### src/hdl/mpwd_pkg.sv
// Shared constants and types for the morse pulse word decoder.
package mpwd_pkg;

    localparam int MAX_SYMBOLS   = 5;
    localparam int PREAMBLE_BITS = 7;
    localparam int TABLE_ENTRIES = 10;
    localparam int LOW_ENTRIES   = 6;
    localparam int HIGH_ENTRIES  = TABLE_ENTRIES - LOW_ENTRIES;

    localparam int SYM_W     = 2;
    localparam int WORD_W    = MAX_SYMBOLS * SYM_W;
    localparam int COUNT_W   = 3;
    localparam int INDEX_W   = 4;
    localparam int PRESS_W   = 16;
    localparam int RUN_W     = 12;
    localparam int CFG_IDX_W = 3;
    localparam int CFG_DAT_W = LOW_ENTRIES * WORD_W;
    localparam int TLOW_W    = LOW_ENTRIES * WORD_W;
    localparam int THIGH_W   = HIGH_ENTRIES * WORD_W;

    localparam logic [CFG_IDX_W-1:0] CFG_PREAMBLE    = 3'd0;
    localparam logic [CFG_IDX_W-1:0] CFG_DASH_THRESH = 3'd1;
    localparam logic [CFG_IDX_W-1:0] CFG_RELEASE_END = 3'd2;
    localparam logic [CFG_IDX_W-1:0] CFG_GAP_END     = 3'd3;
    localparam logic [CFG_IDX_W-1:0] CFG_TABLE_LOW   = 3'd4;
    localparam logic [CFG_IDX_W-1:0] CFG_TABLE_HIGH  = 3'd5;

    localparam logic [PREAMBLE_BITS-1:0] RST_PREAMBLE    = 7'd115;
    localparam logic [PRESS_W-1:0]       RST_DASH_THRESH = 16'd100;
    localparam logic [RUN_W-1:0]         RST_RELEASE_END = 12'd830;
    localparam logic [RUN_W-1:0]         RST_GAP_END     = 12'd3320;
    localparam logic [TLOW_W-1:0]        RST_TABLE_LOW   = 60'd727487354590549;
    localparam logic [THIGH_W-1:0]       RST_TABLE_HIGH  = 40'd0;

    typedef struct packed {
        logic [PREAMBLE_BITS-1:0] preamble_pattern;
        logic [PRESS_W-1:0]       dash_threshold;
        logic [RUN_W-1:0]         release_end;
        logic [RUN_W-1:0]         gap_end;
        logic [TLOW_W-1:0]        table_low;
        logic [THIGH_W-1:0]       table_high;
    } mpwd_cfg_t;

    typedef struct packed {
        logic [INDEX_W-1:0] word_index;
        logic               matched;
        logic [COUNT_W-1:0] symbol_count;
        logic [WORD_W-1:0]  symbols;
    } mpwd_result_t;

    localparam int RES_W      = $bits(mpwd_result_t);
    localparam int S_TDATA_W  = 8;
    localparam int M_TDATA_W  = ((RES_W + 7) / 8) * 8;

endpackage

### src/hdl/morse_pulse_word_decoder.sv
// Top level of the morse pulse word decoder.
//
//  channel | direction | handshake         | payload
//  --------+-----------+-------------------+------------------------------------------
//  s_      | in        | s_tvalid/s_tready | s_tdata[0] light_active
//  m_      | out       | m_tvalid/m_tready | symbols, symbol_count, matched, word_index
//  cfg_    | in        | cfg_valid/cfg_ready | cfg_index, cfg_data
//
//  One sample beat per cycle; its state update and the table compare finish in that cycle.
//  A result beat enters the result buffer in the cycle after the sample that ends a message.
//  s_tready drops only while both result buffer entries are full.
//  Reset restores the configuration defaults and returns the sequencer to idle.
module morse_pulse_word_decoder
    import mpwd_pkg::*;
(
    input  logic                 clk,
    input  logic                 rst_n,
    input  logic                 s_tvalid,
    output logic                 s_tready,
    input  logic [S_TDATA_W-1:0] s_tdata,   // [0] light_active
    output logic                 m_tvalid,
    input  logic                 m_tready,
    output logic [M_TDATA_W-1:0] m_tdata,   // [9:0] symbols, [12:10] symbol_count,
                                            // [13] matched, [17:14] word_index
    input  logic                 cfg_valid,
    output logic                 cfg_ready,
    input  logic [CFG_IDX_W-1:0] cfg_index,
    input  logic [CFG_DAT_W-1:0] cfg_data
);

    mpwd_cfg_t    cfg;
    mpwd_result_t res;
    logic         res_valid;
    logic         beat;

    assign beat = s_tvalid && s_tready;

    mpwd_cfg_regs u_cfg_regs
    (
        .clk       (clk),
        .rst_n     (rst_n),
        .cfg_valid (cfg_valid),
        .cfg_ready (cfg_ready),
        .cfg_index (cfg_index),
        .cfg_data  (cfg_data),
        .cfg       (cfg)
    );

    mpwd_core u_core
    (
        .clk          (clk),
        .rst_n        (rst_n),
        .cfg          (cfg),
        .beat         (beat),
        .light_active (s_tdata[0]),
        .res_valid    (res_valid),
        .res          (res)
    );

    mpwd_out_buf u_out_buf
    (
        .clk        (clk),
        .rst_n      (rst_n),
        .push_valid (res_valid),
        .push_data  (res),
        .space      (s_tready),
        .m_tvalid   (m_tvalid),
        .m_tready   (m_tready),
        .m_tdata    (m_tdata)
    );

endmodule

### src/hdl/mpwd_cfg_regs.sv
// Configuration register file for the morse pulse word decoder.
module mpwd_cfg_regs
    import mpwd_pkg::*;
(
    input  logic                 clk,
    input  logic                 rst_n,
    input  logic                 cfg_valid,
    output logic                 cfg_ready,
    input  logic [CFG_IDX_W-1:0] cfg_index,
    input  logic [CFG_DAT_W-1:0] cfg_data,
    output mpwd_cfg_t            cfg
);

    mpwd_cfg_t cfg_reg;
    mpwd_cfg_t cfg_next;

    assign cfg_ready = 1'b1;
    assign cfg       = cfg_reg;

    always_comb
    begin
        cfg_next = cfg_reg;
        if (cfg_valid)
        begin
            case (cfg_index)
                CFG_PREAMBLE:    cfg_next.preamble_pattern = cfg_data[PREAMBLE_BITS-1:0];
                CFG_DASH_THRESH: cfg_next.dash_threshold   = cfg_data[PRESS_W-1:0];
                CFG_RELEASE_END: cfg_next.release_end      = cfg_data[RUN_W-1:0];
                CFG_GAP_END:     cfg_next.gap_end          = cfg_data[RUN_W-1:0];
                CFG_TABLE_LOW:   cfg_next.table_low        = cfg_data[TLOW_W-1:0];
                CFG_TABLE_HIGH:  cfg_next.table_high       = cfg_data[THIGH_W-1:0];
                default:         cfg_next = cfg_reg;
            endcase
        end
    end

    always_ff @(posedge clk or negedge rst_n)
    begin
        if (!rst_n)
        begin
            cfg_reg.preamble_pattern <= RST_PREAMBLE;
            cfg_reg.dash_threshold   <= RST_DASH_THRESH;
            cfg_reg.release_end      <= RST_RELEASE_END;
            cfg_reg.gap_end          <= RST_GAP_END;
            cfg_reg.table_low        <= RST_TABLE_LOW;
            cfg_reg.table_high       <= RST_TABLE_HIGH;
        end
        else
        begin
            cfg_reg <= cfg_next;
        end
    end

endmodule

### src/hdl/mpwd_matcher.sv
// Parallel compare of a symbol word against the pattern table, last hit wins.
module mpwd_matcher
    import mpwd_pkg::*;
(
    input  logic [WORD_W-1:0]  symbols,
    input  logic [TLOW_W-1:0]  table_low,
    input  logic [THIGH_W-1:0] table_high,
    output logic               matched,
    output logic [INDEX_W-1:0] word_index
);

    logic [TABLE_ENTRIES*WORD_W-1:0] entries;

    assign entries = {table_high, table_low};

    always_comb
    begin
        matched    = 1'b0;
        word_index = '0;
        for (int i = 0; i < TABLE_ENTRIES; i++)
        begin
            if ((entries[i*WORD_W +: WORD_W] != '0) &&
                (entries[i*WORD_W +: WORD_W] == symbols))
            begin
                matched    = 1'b1;
                word_index = INDEX_W'(i);
            end
        end
    end

endmodule

### src/hdl/mpwd_core.sv
// Frame, press and gap sequencer that builds the symbol word per sample.
module mpwd_core
    import mpwd_pkg::*;
(
    input  logic         clk,
    input  logic         rst_n,
    input  mpwd_cfg_t    cfg,
    input  logic         beat,
    input  logic         light_active,
    output logic         res_valid,
    output mpwd_result_t res
);

    localparam logic [1:0] PH_IDLE    = 2'd0;
    localparam logic [1:0] PH_FRAME   = 2'd1;
    localparam logic [1:0] PH_PRESSED = 2'd2;
    localparam logic [1:0] PH_GAP     = 2'd3;

    localparam int          TICK_W     = 4;
    localparam logic [TICK_W-1:0] SKIP_TICKS = TICK_W'(2);
    localparam logic [TICK_W-1:0] LAST_TICK  = TICK_W'(2 + PREAMBLE_BITS);
    localparam logic [SYM_W-1:0]  SYM_DOT    = 2'd1;
    localparam logic [SYM_W-1:0]  SYM_DASH   = 2'd2;

    logic [1:0]               phase_reg, phase_next;
    logic [TICK_W-1:0]        frame_tick_reg, frame_tick_next;
    logic [PREAMBLE_BITS-1:0] preamble_shift_reg, preamble_shift_next;
    logic [PRESS_W-1:0]       press_count_reg, press_count_next;
    logic [RUN_W-1:0]         release_run_reg, release_run_next;
    logic [RUN_W-1:0]         gap_count_reg, gap_count_next;
    logic [WORD_W-1:0]        symbol_store_reg, symbol_store_next;
    logic [COUNT_W-1:0]       symbols_seen_reg, symbols_seen_next;

    logic                     finish;
    logic [TICK_W-1:0]        tick_inc;
    logic [PREAMBLE_BITS-1:0] shift_val;
    logic [RUN_W-1:0]         run_inc;
    logic [SYM_W-1:0]         code;
    logic                     hit;
    logic [INDEX_W-1:0]       hit_index;
    logic [WORD_W-1:0]        word_done;
    logic [COUNT_W-1:0]       count_done;

    always_comb
    begin
        phase_next          = phase_reg;
        frame_tick_next     = frame_tick_reg;
        preamble_shift_next = preamble_shift_reg;
        press_count_next    = press_count_reg;
        release_run_next    = release_run_reg;
        gap_count_next      = gap_count_reg;
        symbol_store_next   = symbol_store_reg;
        symbols_seen_next   = symbols_seen_reg;
        finish              = 1'b0;
        tick_inc            = frame_tick_reg + 1'b1;
        shift_val           = (frame_tick_reg >= SKIP_TICKS) ?
                              {preamble_shift_reg[PREAMBLE_BITS-2:0], light_active} :
                              preamble_shift_reg;
        run_inc             = (release_run_reg == '1) ? release_run_reg :
                              release_run_reg + 1'b1;
        code                = (press_count_reg > cfg.dash_threshold) ? SYM_DASH : SYM_DOT;

        if (beat)
        begin
            case (phase_reg)
                PH_IDLE:
                begin
                    if (light_active)
                    begin
                        phase_next          = PH_FRAME;
                        frame_tick_next     = '0;
                        preamble_shift_next = '0;
                        press_count_next    = '0;
                        release_run_next    = '0;
                        gap_count_next      = '0;
                        symbol_store_next   = '0;
                        symbols_seen_next   = '0;
                    end
                end
                PH_FRAME:
                begin
                    frame_tick_next     = tick_inc;
                    preamble_shift_next = shift_val;
                    if (tick_inc >= LAST_TICK)
                    begin
                        frame_tick_next     = '0;
                        preamble_shift_next = '0;
                        phase_next = (shift_val == cfg.preamble_pattern) ? PH_PRESSED : PH_IDLE;
                    end
                end
                PH_PRESSED:
                begin
                    if (light_active)
                    begin
                        if (press_count_reg != '1)
                        begin
                            press_count_next = press_count_reg + 1'b1;
                        end
                        release_run_next = '0;
                    end
                    else if (run_inc < cfg.release_end)
                    begin
                        release_run_next = run_inc;
                    end
                    else
                    begin
                        if (symbols_seen_reg < COUNT_W'(MAX_SYMBOLS))
                        begin
                            for (int i = 0; i < MAX_SYMBOLS; i++)
                            begin
                                if (symbols_seen_reg == COUNT_W'(i))
                                begin
                                    symbol_store_next[i*SYM_W +: SYM_W] =
                                        symbol_store_reg[i*SYM_W +: SYM_W] | code;
                                end
                            end
                            symbols_seen_next = symbols_seen_reg + 1'b1;
                        end
                        press_count_next = '0;
                        release_run_next = '0;
                        gap_count_next   = '0;
                        if (symbols_seen_next >= COUNT_W'(MAX_SYMBOLS))
                        begin
                            finish = 1'b1;
                        end
                        else
                        begin
                            phase_next = PH_GAP;
                        end
                    end
                end
                PH_GAP:
                begin
                    if (light_active)
                    begin
                        gap_count_next = '0;
                        phase_next     = PH_PRESSED;
                    end
                    else if (gap_count_reg >= cfg.gap_end)
                    begin
                        finish = 1'b1;
                    end
                    else
                    begin
                        gap_count_next = gap_count_reg + 1'b1;
                    end
                end
                default:
                begin
                    phase_next = PH_IDLE;
                end
            endcase
        end

        res_valid  = finish;
        word_done  = symbol_store_next;
        count_done = symbols_seen_next;

        if (finish)
        begin
            phase_next          = PH_IDLE;
            frame_tick_next     = '0;
            preamble_shift_next = '0;
            press_count_next    = '0;
            release_run_next    = '0;
            gap_count_next      = '0;
            symbol_store_next   = '0;
            symbols_seen_next   = '0;
        end
    end

    assign res = '{word_index: hit_index, matched: hit, symbol_count: count_done,
                   symbols: word_done};

    mpwd_matcher u_matcher
    (
        .symbols    (word_done),
        .table_low  (cfg.table_low),
        .table_high (cfg.table_high),
        .matched    (hit),
        .word_index (hit_index)
    );

    always_ff @(posedge clk or negedge rst_n)
    begin
        if (!rst_n)
        begin
            phase_reg          <= PH_IDLE;
            frame_tick_reg     <= '0;
            preamble_shift_reg <= '0;
            press_count_reg    <= '0;
            release_run_reg    <= '0;
            gap_count_reg      <= '0;
            symbol_store_reg   <= '0;
            symbols_seen_reg   <= '0;
        end
        else
        begin
            phase_reg          <= phase_next;
            frame_tick_reg     <= frame_tick_next;
            preamble_shift_reg <= preamble_shift_next;
            press_count_reg    <= press_count_next;
            release_run_reg    <= release_run_next;
            gap_count_reg      <= gap_count_next;
            symbol_store_reg   <= symbol_store_next;
            symbols_seen_reg   <= symbols_seen_next;
        end
    end

    a_seen_bound: assert property (@(posedge clk) disable iff (!rst_n)
        symbols_seen_reg < COUNT_W'(MAX_SYMBOLS))
        else $error("symbol count reached the message limit without finishing");

    a_idle_clear: assert property (@(posedge clk) disable iff (!rst_n)
        (phase_reg == PH_IDLE) |-> (symbols_seen_reg == '0) && (symbol_store_reg == '0))
        else $error("idle phase holds stale symbols");

    a_result_idle: assert property (@(posedge clk) disable iff (!rst_n)
        res_valid |=> (phase_reg == PH_IDLE))
        else $error("result beat not followed by idle phase");

    a_result_count: assert property (@(posedge clk) disable iff (!rst_n)
        res_valid |-> (res.symbol_count != '0) && (res.symbols[SYM_W-1:0] != '0))
        else $error("result beat with no symbols");

endmodule

### src/hdl/mpwd_out_buf.sv
// Two-entry result buffer that decouples the sample side from the result side.
module mpwd_out_buf
    import mpwd_pkg::*;
(
    input  logic                 clk,
    input  logic                 rst_n,
    input  logic                 push_valid,
    input  mpwd_result_t         push_data,
    output logic                 space,
    output logic                 m_tvalid,
    input  logic                 m_tready,
    output logic [M_TDATA_W-1:0] m_tdata
);

    logic         head_valid_reg, head_valid_next;
    logic         tail_valid_reg, tail_valid_next;
    mpwd_result_t head_reg, head_next;
    mpwd_result_t tail_reg, tail_next;
    logic         pop;

    assign space    = !tail_valid_reg;
    assign m_tvalid = head_valid_reg;
    assign m_tdata  = {{(M_TDATA_W - RES_W){1'b0}}, head_reg};
    assign pop      = head_valid_reg && m_tready;

    always_comb
    begin
        head_valid_next = head_valid_reg;
        tail_valid_next = tail_valid_reg;
        head_next       = head_reg;
        tail_next       = tail_reg;
        if (pop)
        begin
            if (tail_valid_reg)
            begin
                head_next       = tail_reg;
                tail_valid_next = push_valid;
                tail_next       = push_data;
            end
            else
            begin
                head_valid_next = push_valid;
                head_next       = push_data;
            end
        end
        else if (!head_valid_reg)
        begin
            head_valid_next = push_valid;
            head_next       = push_data;
        end
        else if (push_valid)
        begin
            tail_valid_next = 1'b1;
            tail_next       = push_data;
        end
    end

    always_ff @(posedge clk or negedge rst_n)
    begin
        if (!rst_n)
        begin
            head_valid_reg <= 1'b0;
            tail_valid_reg <= 1'b0;
        end
        else
        begin
            head_valid_reg <= head_valid_next;
            tail_valid_reg <= tail_valid_next;
        end
    end

    always_ff @(posedge clk)
    begin
        head_reg <= head_next;
        tail_reg <= tail_next;
    end

    a_tail_behind_head: assert property (@(posedge clk) disable iff (!rst_n)
        tail_valid_reg |-> head_valid_reg)
        else $error("tail entry held without a head entry");

    a_no_overflow: assert property (@(posedge clk) disable iff (!rst_n)
        push_valid |-> !tail_valid_reg)
        else $error("result pushed into a full buffer");

endmodule
### config.mk
export PLATFORM = sky130hd
export DESIGN_NAME = morse_pulse_word_decoder
export DESIGN_NICKNAME = d
export VERILOG_FILES = /design/src/hdl/mpwd_pkg.sv /design/src/hdl/morse_pulse_word_decoder.sv /design/src/hdl/mpwd_cfg_regs.sv /design/src/hdl/mpwd_matcher.sv /design/src/hdl/mpwd_core.sv /design/src/hdl/mpwd_out_buf.sv
export SDC_FILE = /design/constraint.sdc
export NUM_CORES = 1
export LEC_CHECK = 0
export BUFFER_PORTS_ARGS = -buffer_cell sky130_fd_sc_hd__buf_2
export CORE_AREA = 2 2 174 193
export DETAILED_ROUTE_END_ITERATION = 10
export DIE_AREA = 0 0 176 195
export PLACE_DENSITY_LB_ADDON = 0.12
export REMOVE_ABC_BUFFERS = 1
export SYNTH_ARGS = -nofsm -noshare
export SYNTH_HDL_FRONTEND = slang
export SYNTH_SLANG_ARGS = --single-unit
### constraint.sdc
create_clock -name clk -period 7.8 [get_ports clk]
set_input_delay 1.56 -clock clk [delete_from_list [all_inputs] [get_ports clk]]
set_output_delay 1.56 -clock clk [all_outputs]
set_load 0.01 [all_outputs]
==> qor.csv <==
metric,value,unit
global-route wire length before repair,64400,um
final hold slack,0.508,ns
crit path launch,u_core.release_run_reg[0],
htree depth,1,
final non-filler cell total,1984,
WL/cell,20.7,um
Worst R2R Setup Slack,1.59,ns
power per cell area,245,nW/um^2
Final #Nets,1661,
Port Buffers,88,
vias in the first global route,11408,
worst rel slew slack,0.156,
Antenna Nets Post-Route,0,
"most common cell after layout, fill and taps aside",dfrtp_1,
"Hold Vio Cnt, Final",0,
critical path peak fanout,18,
VDD IR max,0.165,mV
Place WS,1.70,ns
Max Clock Skew,0.0163,ns
placed insts,1930,
Placer Congestion,0.916,
DRC,0,
WP data arrival,6.52,ns
antenna violations before repair,0,
TNS Setup,0,ns
HP Class,register to register,
cts hold-fix bufs,0,
Starting Density,0.448,
status,"finished, final reports clean",
max-slew violations,0,
most frequent cells in the layout,"168 x dfrtp_1, 126 x nand2_1, 119 x mux2_2, 115 x nor2_1, 87 x buf_2",
Worst EP required,8.12,ns
CTS Buffer Depth,3,
DP HPWL,28300,um
fin crit share,0.796,
layout cells sized above 1,0.221,
die height,195,um
Final Worst Setup Slack,1.59,ns
CTS tree,yes,
Synth Instances,1462,
Final Cell Area,16300,sq um
worst slew pin tran,1.25,ns
leakage,7.04,nW
Worst R2R Start,u_core.release_run_reg[0],
critical path type,register to register,
sequential area share after synthesis,0.452,
Clock Pin Slew Worst Setup and Hold Paths,0.06,ns
setup violators final,0,
CP endpoint kind,register,
post-cts repair resize count,0,
cts bufs inserted,29,
Rows,69,
core area,32200,sq um
post-synthesis cell area,14400,sq um
dpl cell area,15300,sq um
Post-CTS Setup Inserts,0,
syn_area_per_cell,9.88,sq um
asr flop ratio synth,0.857,
Worst-Skew Late Latency,0.57,ns
clock root buffer,clkbuf_16,
R2R depth,18,
area grow syn2layout,12.8,%
Post-Route WL,41100,um
Ant. Diodes,0,
crit path to,u_out_buf.m_tdata[14],
Die Area,34300,sq um
clock period minus final worst setup slack,6.21,ns
yosys warns,0,
reg2reg end,u_out_buf.m_tdata[14],
total track usage,0.238,
max FFs per register,147,
footprint of the multi-input gates,7310,sq um
Reg area,6520,sq um
Filler cells,3022,
global route overflow,0,
Fmax achieved,161,MHz
via count,11809,
die width,176,um
Setup crit start kind,register,
synth unique cells,83,
RSZ-0062 raised after global routing,false,
largest net degree at the start of global routing,94,
Vias/cell,5.95,
total iterations of the first detailed-routing run,6,
number of synthesized flops with an enable pin,36,
# IOs,103,
Main synth FF type,dfrtp_1,
CTS sink count,251,
initial drt markers,903,
register bit count reported by yosys,251,
maxcap violations,0,
-- power breakdown --
| group | total [W] | internal (W) | switching, W |
|---|---|---|---|
| Sequential | 0.00179 | 0.00156 | 0.000234 |
| Combinational | 0.000763 | 0.000362 | 0.000401 |
| Clock | 0.00144 | 0.000869 | 0.000566 |
-- metrics by stage --
| stage | power [W] | utilization |
|---|---|---|
| floorplan | 0.00229 | - |
| global placement | 0.00255 | 0.475 |
| detailed placement | 0.00257 | 0.475 |
| CTS | 0.00402 | 0.506 |
| global route | 0.00420 | 0.506 |
| finish | 0.00399 | 0.506 |
-- kinds of logic after synthesis --
family / synth area share
and+or+nand+nor: 0.156
DFF: 0.452
adders and majority gates: 0.0433
muxes: 0.0998
buffers and inverters: 0.0447
AOI/OAI and AO/OA: 0.158
other: 0.000520
xor gates and xnor gates: 0.0461
-- routing by layer --
metal,vias to the layer above,wire length (um),global-route usage
met2,440,19100,0.388
li1,5500,-,-
met4,0,1970,0.111
met3,137,2450,0.0329
met1,5732,17600,0.315
met5,-,0,0
-- Yosys cell counts (all sizes together) (6+ instances only) --
| master | count | area [sq um] |
|---|---|---|
| edfxtp | 36 | 1080 |
| xnor2 | 43 | 377 |
| ha | 50 | 626 |
| nor2 | 115 | 432 |
| nand3 | 47 | 240 |
| o31ai | 10 | 75.1 |
| nor2b | 12 | 77.6 |
| o22ai | 25 | 156 |
| and2 | 7 | 43.8 |
| a22o | 14 | 123 |
| dfstp | 47 | 1230 |
| nor3b | 8 | 65.1 |
| nor3 | 34 | 170 |
| mux2 | 120 | 1350 |
| nand2 | 127 | 479 |
| nor4 | 28 | 175 |
| a21o | 9 | 67.6 |
| o21a | 6 | 45.0 |
| dfrtp | 168 | 4200 |
| mux2i | 9 | 90.1 |
| a211oi | 8 | 60.1 |
| inv | 75 | 282 |
| a22oi | 14 | 105 |
| nand4 | 30 | 188 |
| o21ai | 80 | 415 |
| clkbuf | 38 | 143 |
| and3 | 20 | 125 |
| xor2 | 33 | 289 |
| a21oi | 69 | 349 |
| or4 | 10 | 78.8 |
| o31a | 9 | 78.8 |
| a211o | 6 | 52.6 |
| a31oi | 16 | 100 |
| o2111ai | 6 | 52.6 |
| o211ai | 13 | 97.6 |
| o221ai | 8 | 70.1 |
| a2111oi | 6 | 58.8 |
| buf | 40 | 221 |
-- worst max-delay path, stage by stage (launching register included) --
cell and delay (ns):
dfrtp_1 0.47, ha_1 0.27, nand2_1 0.10, or4_1 0.68, nand4_1 0.19, xnor2_1 0.18, ha_1 0.31, a21oi_1 0.15
a211oi_1 0.09, a2111oi_0 0.41, buf_4 0.21, and2_1 0.62, o31a_1 0.82, xor2_1 0.21, nand4_1 0.16, nor4_1 0.57
o211ai_1 0.19, a21oi_1 0.21, o21ai_1 0.09
-- worst min path at each step --
stage                        start                   to  depth (start not counted)
2_1_floorplan  u_cfg_regs.cfg[101]  u_cfg_regs.cfg[101]                          1
6_report       u_cfg_regs.cfg[115]  u_cfg_regs.cfg[115]                          2
3_3_place_gp   u_cfg_regs.cfg[102]  u_cfg_regs.cfg[102]                          1
4_1_cts        u_cfg_regs.cfg[109]  u_cfg_regs.cfg[109]                          1
3_5_place_dp   u_cfg_regs.cfg[109]  u_cfg_regs.cfg[109]                          1
5_1_grt        u_cfg_regs.cfg[109]  u_cfg_regs.cfg[109]                          1
-- layout make-up --
| cell class | count | area share |
|---|---|---|
| multi-input combinational | 1063 | 0.449 |
| tap | 426 | 0.0327 |
| clock buffer | 39 | 0.0481 |
| clock inverter | 15 | 0.0130 |
| timing repair buffer | 115 | 0.0400 |
| sequential | 251 | 0.400 |
| inverter | 75 | 0.0173 |
Power figures use the tool's default switching activity.
